===== config.mk =====
export PLATFORM = sky130hd
export DESIGN_NAME = pli_ctrl
export DESIGN_NICKNAME = d
export VERILOG_FILES = /design/src/rtl/core/pli_pkg.sv /design/src/rtl/core/pli_ctrl.sv
export SDC_FILE = /design/constraint.sdc
export NUM_CORES = 1
export LEC_CHECK = 0
export BUFFER_PORTS_ARGS = -buffer_cell sky130_fd_sc_hd__buf_4
export CORE_MARGIN = 4
export CORE_UTILIZATION = 48
export CTS_BUF_LIST = sky130_fd_sc_hd__clkbuf_16
export CTS_CLUSTER_DIAMETER = 200
export DETAILED_ROUTE_END_ITERATION = 10
export PLACE_DENSITY = 0.9
export SLEW_MARGIN = 20
export SYNTH_ARGS = -nofsm -noshare
export SYNTH_HDL_FRONTEND = slang
export SYNTH_SLANG_ARGS = --single-unit

===== constraint.sdc =====
create_clock -name clk -period 3.52 [get_ports clk]
set_clock_uncertainty 0.15 [all_clocks]
set_input_delay 0 -clock clk [delete_from_list [all_inputs] [get_ports clk]]
set_output_delay 0 -clock clk [all_outputs]
set_load 0.01 [all_outputs]

===== src/rtl/core/pli_pkg.sv =====
// Shared types and constants of the piecewise linear interpolator.
`default_nettype none
package pli_pkg;
    typedef enum logic [1:0] {
        OP_CLEAR  = 2'd0,
        OP_APPEND = 2'd1,
        OP_QUERY  = 2'd2,
        OP_NONE   = 2'd3
    } opcode_t;

    typedef enum logic [2:0] {
        ST_OK        = 3'd0,
        ST_RANGE     = 3'd1,
        ST_DECREASE  = 3'd2,
        ST_DUPLICATE = 3'd3,
        ST_FEW       = 3'd4,
        ST_FULL      = 3'd5
    } status_t;

    localparam int DATA_W = 32;

    // Controller to datapath commands.
    typedef struct packed {
        logic load;        // capture the input transaction
        logic clear;       // empty the table
        logic rd_last;     // read the last knot time
        logic rd_first;    // read the first knot time
        logic rd_mid;      // read the knot time at the search midpoint
        logic search_init; // start a binary search
        logic search_step; // apply one search comparison
        logic rd_seg;      // read segment offset, slope and start time
        logic div_start;   // start the slope division
        logic div_step;    // advance the division by one bit
        logic write_knot;  // store the new knot and its segment
        logic mul_lo;      // form dt and clear the low partial product
        logic mul_hi;      // form both partial products
        logic finish;      // form the interpolated value
        logic set_status;  // latch status code
        logic out_load;    // hand the result to the output register
        status_t status;
    } pli_cmd_t;

    // Datapath to controller status.
    typedef struct packed {
        opcode_t opcode;
        logic    count_zero;
        logic    count_lt2;
        logic    full;
        logic    t_lt_mem;   // sample time below the knot time just read
        logic    t_eq_mem;   // sample time equal to the knot time just read
        logic    t_gt_mem;
        logic    search_done;
        logic    div_done;
    } pli_stat_t;
endpackage
`default_nettype wire


===== src/rtl/core/pli_ctrl.sv =====
// Controller state machine of the piecewise linear interpolator.
`default_nettype none
module pli_ctrl (
    input  wire logic            clk,
    input  wire logic            rst_n,
    input  wire logic            in_valid,
    output logic                 in_ready,
    output logic                 out_valid,
    input  wire logic            out_ready,
    input  wire pli_pkg::pli_stat_t stat,
    output pli_pkg::pli_cmd_t    cmd
);
    import pli_pkg::*;

    typedef enum logic [3:0] {
        S_IDLE, S_DECODE, S_APP_CHK, S_DIV, S_APP_WR,
        S_Q_FIRST, S_Q_LAST, S_Q_CHK, S_SEARCH_RD, S_SEARCH_CMP,
        S_SEG_RD, S_MUL_LO, S_MUL_HI, S_FINISH, S_OUT
    } state_t;

    state_t state_reg, state_next;
    logic   out_valid_reg, out_valid_next;

    assign in_ready  = (state_reg == S_IDLE);
    assign out_valid = out_valid_reg;

    always_comb
    begin
        state_next     = state_reg;
        out_valid_next = out_valid_reg;
        cmd            = '0;
        cmd.status     = ST_OK;
        if (out_valid_reg && out_ready)
        begin
            out_valid_next = 1'b0;
        end
        unique case (state_reg)
            S_IDLE:
            begin
                if (in_valid)
                begin
                    cmd.load   = 1'b1;
                    state_next = S_DECODE;
                end
            end
            S_DECODE:
            begin
                unique case (stat.opcode)
                    OP_CLEAR:
                    begin
                        cmd.clear      = 1'b1;
                        cmd.set_status = 1'b1;
                        state_next     = S_OUT;
                    end
                    OP_APPEND:
                    begin
                        if (stat.full)
                        begin
                            cmd.set_status = 1'b1;
                            cmd.status     = ST_FULL;
                            state_next     = S_OUT;
                        end
                        else
                        begin
                            cmd.rd_last = 1'b1;
                            state_next  = S_APP_CHK;
                        end
                    end
                    OP_QUERY:
                    begin
                        if (stat.count_lt2)
                        begin
                            cmd.set_status = 1'b1;
                            cmd.status     = ST_FEW;
                            state_next     = S_OUT;
                        end
                        else
                        begin
                            cmd.rd_first = 1'b1;
                            state_next   = S_Q_FIRST;
                        end
                    end
                    default:
                    begin
                        cmd.set_status = 1'b1;
                        state_next     = S_OUT;
                    end
                endcase
            end
            S_APP_CHK:
            begin
                if (!stat.count_zero && stat.t_lt_mem)
                begin
                    cmd.set_status = 1'b1;
                    cmd.status     = ST_DECREASE;
                    state_next     = S_OUT;
                end
                else if (!stat.count_zero && stat.t_eq_mem)
                begin
                    cmd.set_status = 1'b1;
                    cmd.status     = ST_DUPLICATE;
                    state_next     = S_OUT;
                end
                else
                begin
                    cmd.div_start = 1'b1;
                    state_next    = S_DIV;
                end
            end
            S_DIV:
            begin
                if (stat.div_done)
                begin
                    state_next = S_APP_WR;
                end
                else
                begin
                    cmd.div_step = 1'b1;
                end
            end
            S_APP_WR:
            begin
                cmd.write_knot = 1'b1;
                cmd.set_status = 1'b1;
                state_next     = S_OUT;
            end
            S_Q_FIRST:
            begin
                if (stat.t_lt_mem)
                begin
                    cmd.set_status = 1'b1;
                    cmd.status     = ST_RANGE;
                    state_next     = S_OUT;
                end
                else
                begin
                    cmd.rd_last = 1'b1;
                    state_next  = S_Q_LAST;
                end
            end
            S_Q_LAST:
            begin
                if (stat.t_gt_mem)
                begin
                    cmd.set_status = 1'b1;
                    cmd.status     = ST_RANGE;
                    state_next     = S_OUT;
                end
                else
                begin
                    cmd.search_init = 1'b1;
                    state_next      = S_Q_CHK;
                end
            end
            S_Q_CHK:
            begin
                if (stat.search_done)
                begin
                    cmd.rd_seg = 1'b1;
                    state_next = S_SEG_RD;
                end
                else
                begin
                    cmd.rd_mid = 1'b1;
                    state_next = S_SEARCH_RD;
                end
            end
            S_SEARCH_RD:
            begin
                state_next = S_SEARCH_CMP;
            end
            S_SEARCH_CMP:
            begin
                cmd.search_step = 1'b1;
                state_next      = S_Q_CHK;
            end
            S_SEG_RD:
            begin
                state_next = S_MUL_LO;
            end
            S_MUL_LO:
            begin
                cmd.mul_lo = 1'b1;
                state_next = S_MUL_HI;
            end
            S_MUL_HI:
            begin
                cmd.mul_hi = 1'b1;
                state_next = S_FINISH;
            end
            S_FINISH:
            begin
                cmd.finish     = 1'b1;
                cmd.set_status = 1'b1;
                state_next     = S_OUT;
            end
            S_OUT:
            begin
                if (!out_valid_reg || out_ready)
                begin
                    cmd.out_load   = 1'b1;
                    out_valid_next = 1'b1;
                    state_next     = S_IDLE;
                end
            end
            default:
            begin
                state_next = S_IDLE;
            end
        endcase
    end

    always_ff @(posedge clk or negedge rst_n)
    begin
        if (!rst_n)
        begin
            state_reg     <= S_IDLE;
            out_valid_reg <= 1'b0;
        end
        else
        begin
            state_reg     <= state_next;
            out_valid_reg <= out_valid_next;
        end
    end

    a_one_load: assert property (@(posedge clk) disable iff (!rst_n)
        cmd.load |=> state_reg == S_DECODE)
        else $error("load did not enter decode");
    a_div_bounded: assert property (@(posedge clk) disable iff (!rst_n)
        cmd.write_knot |-> $past(state_reg) == S_DIV)
        else $error("knot written without division");
    a_no_accept_busy: assert property (@(posedge clk) disable iff (!rst_n)
        state_reg != S_IDLE |-> !in_ready)
        else $error("input accepted while busy");
endmodule
`default_nettype wire


==> results.md, run 1 <==
- Max FFs per register: 4
- CTS Buffer Depth: 2
- Least-Margin Pin Slew: around 0.59 ns
- Req. time, crit path: 3.37 ns
- CP Max Fanout: 18
- Crit path max-delay cell type: or4b_4
- Fmax: roughly 470 MHz
- Cts repair resizes: 0
- Total number of vias: ~860
- Vias in the first global route: between 800 and 900
- Sequential share of the synthesized area: 0.175
- Syn Std Cell Area: between 700 and 800 sq um
- Post-synth EDFFs: 0
- Initial antenna violation count: 0
- Largest net degree at the start of global routing: 20
- Worst hold path depth: 3
- Clk Latency, worst-skew pair: ~0.23 ns
- GRT Overall Usage: 0.209
- DRC errors left: 0
- CTS sink count: 5
- CTS Hold Buffers Added: 4
- Detailed Place HPWL: approximately 1600 microns
- Worst IR Drop VDD: just over 0.0004 V
- CTS HTree Levels: 1
- Outcome: finished clean
- Via/cell ratio: ~6
- Post-synthesis cell type count: 42
- CTS tree: built
- CTS Buf Count: 3
- Die Height: 46.6 microns
- Fraction of registers with async set/reset: 1.00
- Fill cell count: 98
- RSZ-0062 raised after global routing: no
- Synth area leader: dfrtp_1
- Most common cell after layout, fill and taps aside: buf_4
- CP Cell Sequence: or4b_4 -> a21oi_1 -> nor3_1 -> o21ai_0 -> buf_4
- Final WL: 2120 microns
- Core footprint: between 1000 and 1500 sq um
- Total power: ~820 uW
- Worst hold path class: in2reg
- PortBufs: 34
- Root Driver: clkbuf_16
- Crit share post-route: 0.604
- CP arrival: a little under 2 ns
- Wire length per cell: about 15 microns
- Slew Limit Fails: 0
- Max-cap viol count: 0
- Site Rows: 13
- Syn_nets: approximately 110
- # setup viols final: 0
- Initial Util: 0.531
- Post-layout nets: 149
- Reg clk slew, reported paths: roughly 0.03 ns
- Antenna diode count: 0
- Layout Area Growth over Synthesis: 49.2%
- Prevailing post-synth register cell: dfrtp_1
- Yosys reg bits: 5
- Crit end category: output port
- Area of the die: roughly 2200 sq um
- Setup TNS: 0 ns
- DR pass1 iterations: 4
- Synth Instances: between 90 and 100
- Reg area: 125 sq um
- Yosys top cell area share: 0.175
- First-pass GRT wire length: between 3000 and 4000 microns
- Multi-input logic area: approximately 530 sq um
- DR iter-0 viols: 15
- Critical path type: reg2out
- Yosys warning count: 0
- Pwr Density: about 770 nW/um^2
- Gpl congestion: between 0.8 and 0.9
- Top cells by area, synth: dfrtp_1, ha_1, nand2b_1
- Most frequent cells in the layout: buf_4, inv_1, nor3_1
- Relative slew slack: 0.607
- Post-route ant nets: 0
- Pleak: 0.511 nW
- IO Pins: 35
- Max incr delay on CP: 0.67 ns
- Worst r2r path cells: 4
- Grt total ovfl: 0
- Layout cells sized above 1: 0.338
- Setup Buffers After CTS: 0
- Hold Fails Final Rpt: 0
- Mean Syn Cell Area: about 7.5 sq um
- Worst setup SP type: flip-flop
- Min Tclk post-route: about 2.1 ns
- Die X-Extent: between 40 and 50 microns
[final timing paths]
| kind | startpoint | end | slack [ns] |
|---|---|---|---|
| max reg2reg | state_reg[3] | state_reg[2] | 1.57 |
| max | state_reg[3] | cmd[4] | 1.39 |
| min reg2reg | out_valid | out_valid | 0.37 |
| max in group asynchronous | rst_n | out_valid | 2.47 |
| min | stat[6] | state_reg[1] | 0.02 |
| min in group asynchronous | rst_n | state_reg[1] | 0.55 |
[synth_stat cells (2+ instances only)]
| cell type | count |
|---|---|
| nor4_1 | 2 |
| buf_2 | 2 |
| dfrtp_1 | 5 |
| nor3_1 | 8 |
| nand2b_1 | 7 |
| nand2_1 | 6 |
| o22ai_1 | 2 |
| ha_1 | 4 |
| clkbuf_1 | 3 |
| a211oi_1 | 2 |
| a21oi_1 | 7 |
| nor2b_1 | 4 |
| nand3b_1 | 2 |
| and3_1 | 2 |
| nor2_1 | 6 |
| inv_1 | 7 |
[routing by layer]
| layer | global-route usage | routed length [microns] | vias to the layer above |
|---|---|---|---|
| met5 | 0 | 0 | - |
| met4 | 0.0884 | 25 | 0 |
| met3 | 0.0391 | 163 | 4 |
| met2 | 0.398 | 1120 | 40 |
| met1 | 0.218 | 813 | 404 |
| li1 | - | - | 413 |
[layout make-up]
cell class | count | share of cell area
Multi-Input combinational cell | 76 | 0.491
Timing Repair Buffer | 38 | 0.276
Sequential cell | 5 | 0.117
Clock buffer | 3 | 0.0702
Inverter | 7 | 0.0246
Tap cell | 15 | 0.0175
Clock inverter | 1 | 0.00351
[per-stage QoR]
| step | hold WS [ns] | cell area (sq um) | worst slack (ns) | cells | util |
|---|---|---|---|---|---|
| 6_report | 0.0173 | 1070 | 1.39 | 145 | 0.792 |
| 2_1_floorplan | -0.446 | 717 | 1.75 | 95 | - |
| 5_1_grt | 0.0345 | 1070 | 1.29 | 145 | 0.792 |
| 4_1_cts | 0.0187 | 1070 | 1.42 | 145 | 0.792 |
| 3_5_place_dp | -0.348 | 951 | 1.62 | 137 | 0.704 |
| 3_3_place_gp | -0.348 | 951 | 1.67 | 137 | 0.704 |
[cells by family after synthesis]
logic type	count (synthesis)	synth area share
xor+xnor	1	0.0122
fa+ha+maj	4	0.0698
compound gates	25	0.248
simple gates	46	0.403
flops	5	0.175
buf+inv	14	0.0925
[where the power goes]
part	switching, mW	total [mW]	internal, mW	leakage [nW]
logic	0.214	0.428	0.214	0.408
registers	0.118	0.206	0.0874	0.0605
clock network	0.0383	0.186	0.147	0.0423
total	0.370	0.820	0.449	0.511
[worst max-delay path: cells and delay by family (launching register included)]
kind	cells	cell delay [ns]
and+or+nand+nor	2	0.75
DFF	1	0.58
AOI/OAI and AO/OA	2	0.26
buffers and inverters	1	0.15
No activity file was read; power rests on OpenSTA's default activity.
==> run 2: changes to the inputs <==
--- a/config.mk
+++ b/config.mk
@@ -6,12 +6,13 @@
 export NUM_CORES = 1
 export LEC_CHECK = 0
 export BUFFER_PORTS_ARGS = -buffer_cell sky130_fd_sc_hd__buf_4
+export CORE_ASPECT_RATIO = 1.2
 export CORE_MARGIN = 4
-export CORE_UTILIZATION = 48
+export CORE_UTILIZATION = 45
 export CTS_BUF_LIST = sky130_fd_sc_hd__clkbuf_16
 export CTS_CLUSTER_DIAMETER = 200
 export DETAILED_ROUTE_END_ITERATION = 10
-export PLACE_DENSITY = 0.9
+export PLACE_DENSITY = 0.85
 export SLEW_MARGIN = 20
 export SYNTH_ARGS = -nofsm -noshare
 export SYNTH_HDL_FRONTEND = slang
==> constraint.sdc (replaced) <==
create_clock -name clk -period 2.2 [get_ports clk]
set_clock_uncertainty 0.15 [all_clocks]
set_input_delay 0 -clock clk [delete_from_list [all_inputs] [get_ports clk]]
set_output_delay 0 -clock clk [all_outputs]
set_load 0.01 [all_outputs]
==> results.md, run 2 (same netlist as run 1, synthesis figures left out) <==
- Outcome: finished clean
- CTS HTree Levels: 1
- Max-cap viol count: 0
- Die X-Extent: roughly 44 microns
- CTS Hold Buffers Added: 3
- Core footprint: about 1500 sq um
- Die Height: slightly above 50 microns
- Pwr Density: about 1300 nW/um^2
- Via/cell ratio: just under 6
- CTS tree: built
- Relative slew slack: 0.612
- Least-Margin Pin Slew: about 0.57 ns
- Crit end category: output port
- Layout cells sized above 1: 0.368
- Worst hold path class: in2reg
- First-pass GRT wire length: between 3000 and 4000 microns
- Max FFs per register: 4
- Reg clk slew, reported paths: around 0.030 ns
- Pleak: 0.525 nW
- Largest net degree at the start of global routing: 17
- Crit share post-route: 0.891
- CTS Buffer Depth: 2
- DRC errors left: 0
- Worst IR Drop VDD: 0.000718 V
- Detailed Place HPWL: about 1600 microns
- # setup viols final: 0
- Top delay family on crit path: simple AND/OR/NAND/NOR gates
- FF-to-FF Start: state_reg[3]
- CTS Buf Count: 3
- Vias in the first global route: 860
- CP Cell Sequence: buf_4 -> nand2b_1 -> a21oi_1 -> nor3_1 -> o21ai_0 -> buf_4
- GRT Overall Usage: 0.213
- Area of the die: between 2000 and 2500 sq um
- Fmax: around 510 MHz
- PortBufs: 34
- Post-layout nets: roughly 150
- Grt total ovfl: 0
- Gpl congestion: 0.861
- Antenna diode count: 0
- CP dominant cell by count: buf_4
- Most frequent cells in the layout: buf_4, nor3_1, inv_1, nand2b_1, a21oi_1
- Worst setup SP type: flip-flop
- Critical Path Source: state_reg[3]
- Post-DP Area: 983 sq um
- IO Pins: 35
- Worst path bufs/invs: 2
- Hold Fails Final Rpt: 0
- Slew Limit Fails: 0
- Design area: between 1000 and 1500 sq um
- Layout Area Growth over Synthesis: 52.5%
- CTS sink count: 5
- RSZ-0062 raised after global routing: no
- Clk Latency, worst-skew pair: 0.23 ns
- Cts repair resizes: 0
- Total number of vias: 870
- Setup TNS: 0 ns
- Fill cell count: around 120
- Initial Util: 0.490
- Root Driver: clkbuf_16
- Final WL: between 2000 and 2500 microns
- DR iter-0 viols: 23
- Req. time, crit path: 2.05 ns
- DR pass1 iterations: 4
- Setup Buffers After CTS: 0
- Site Rows: 15
- CP arrival: 1.81 ns
- Most common cell after layout, fill and taps aside: buf_4
- Min Tclk post-route: roughly 2.0 ns
- Hold Startpoint: stat[6]
- Crit path max-delay cell type: dfrtp_1
- Finished Core Util: 0.747
- CP Max Fanout: 13
- Max incr delay on CP: ~0.45 ns
- Post-route ant nets: 0
- Initial antenna violation count: 0
- Critical path type: reg2out
- Wire length per cell: between 10 and 15 microns
-- run 2: final cells by class --
| class | instances | area [sq um] | area share |
|---|---|---|---|
| clock inverters | 1 | 5.00 | 0.00458 |
| flip-flops and latches | 5 | 125 | 0.114 |
| multi-input cells | 76 | 526 | 0.481 |
| inverters | 7 | 26.3 | 0.0240 |
| repair buffers | 41 | 315 | 0.288 |
| clock buffers | 3 | 75.1 | 0.0686 |
| well taps | 17 | 21.3 | 0.0195 |
-- run 2: power by group --
| part | switching, mW | internal (mW) | total (mW) |
|---|---|---|---|
| registers | 0.0649 | 0.143 | 0.208 |
| logic | 0.486 | 0.389 | 0.875 |
| clock network | 0.0662 | 0.238 | 0.304 |
| total | 0.617 | 0.770 | 1.39 |
-- run 2: through the flow --
step	instances	power (mW)	setup slack [ns]	hold WS [ns]
2_1_floorplan	95	0.790	0.434	-0.446
3_3_place_gp	143	1.03	0.534	-0.345
3_5_place_dp	143	1.05	0.396	-0.343
4_1_cts	150	1.38	0.293	0.00728
5_1_grt	150	1.48	0.122	0.0204
6_report	150	1.39	0.240	0.00385
-- run 2: worst paths after layout --
path	to	cells past startpoint	slack (ns)
worst min-delay path	state_reg[1]	3	0.004
worst max-delay path	cmd[4]	6	0.24
max in group asynchronous	state_reg[2]	3	1.14
worst min register to register	out_valid	2	0.36
worst max register to register	state_reg[2]	4	0.33
min in group asynchronous	state_reg[1]	3	0.56
-- run 2: metal layers --
layer / wire length [microns] / vias up / global-route usage
met3: 195 / 4 / 0.0450
met4: 40 / 0 / 0.0754
li1: - / 420 / -
met2: 1100 / 44 / 0.359
met1: 871 / 402 / 0.263
met5: 0 / - / 0
-- run 2: worst reg2reg max path, cell delays in order (launching register included) --
cell and delay (ns):
dfrtp_1 0.44, nand2b_1 0.21, a2111oi_0 0.56, o221a_2 0.31
o31ai_1 0.07
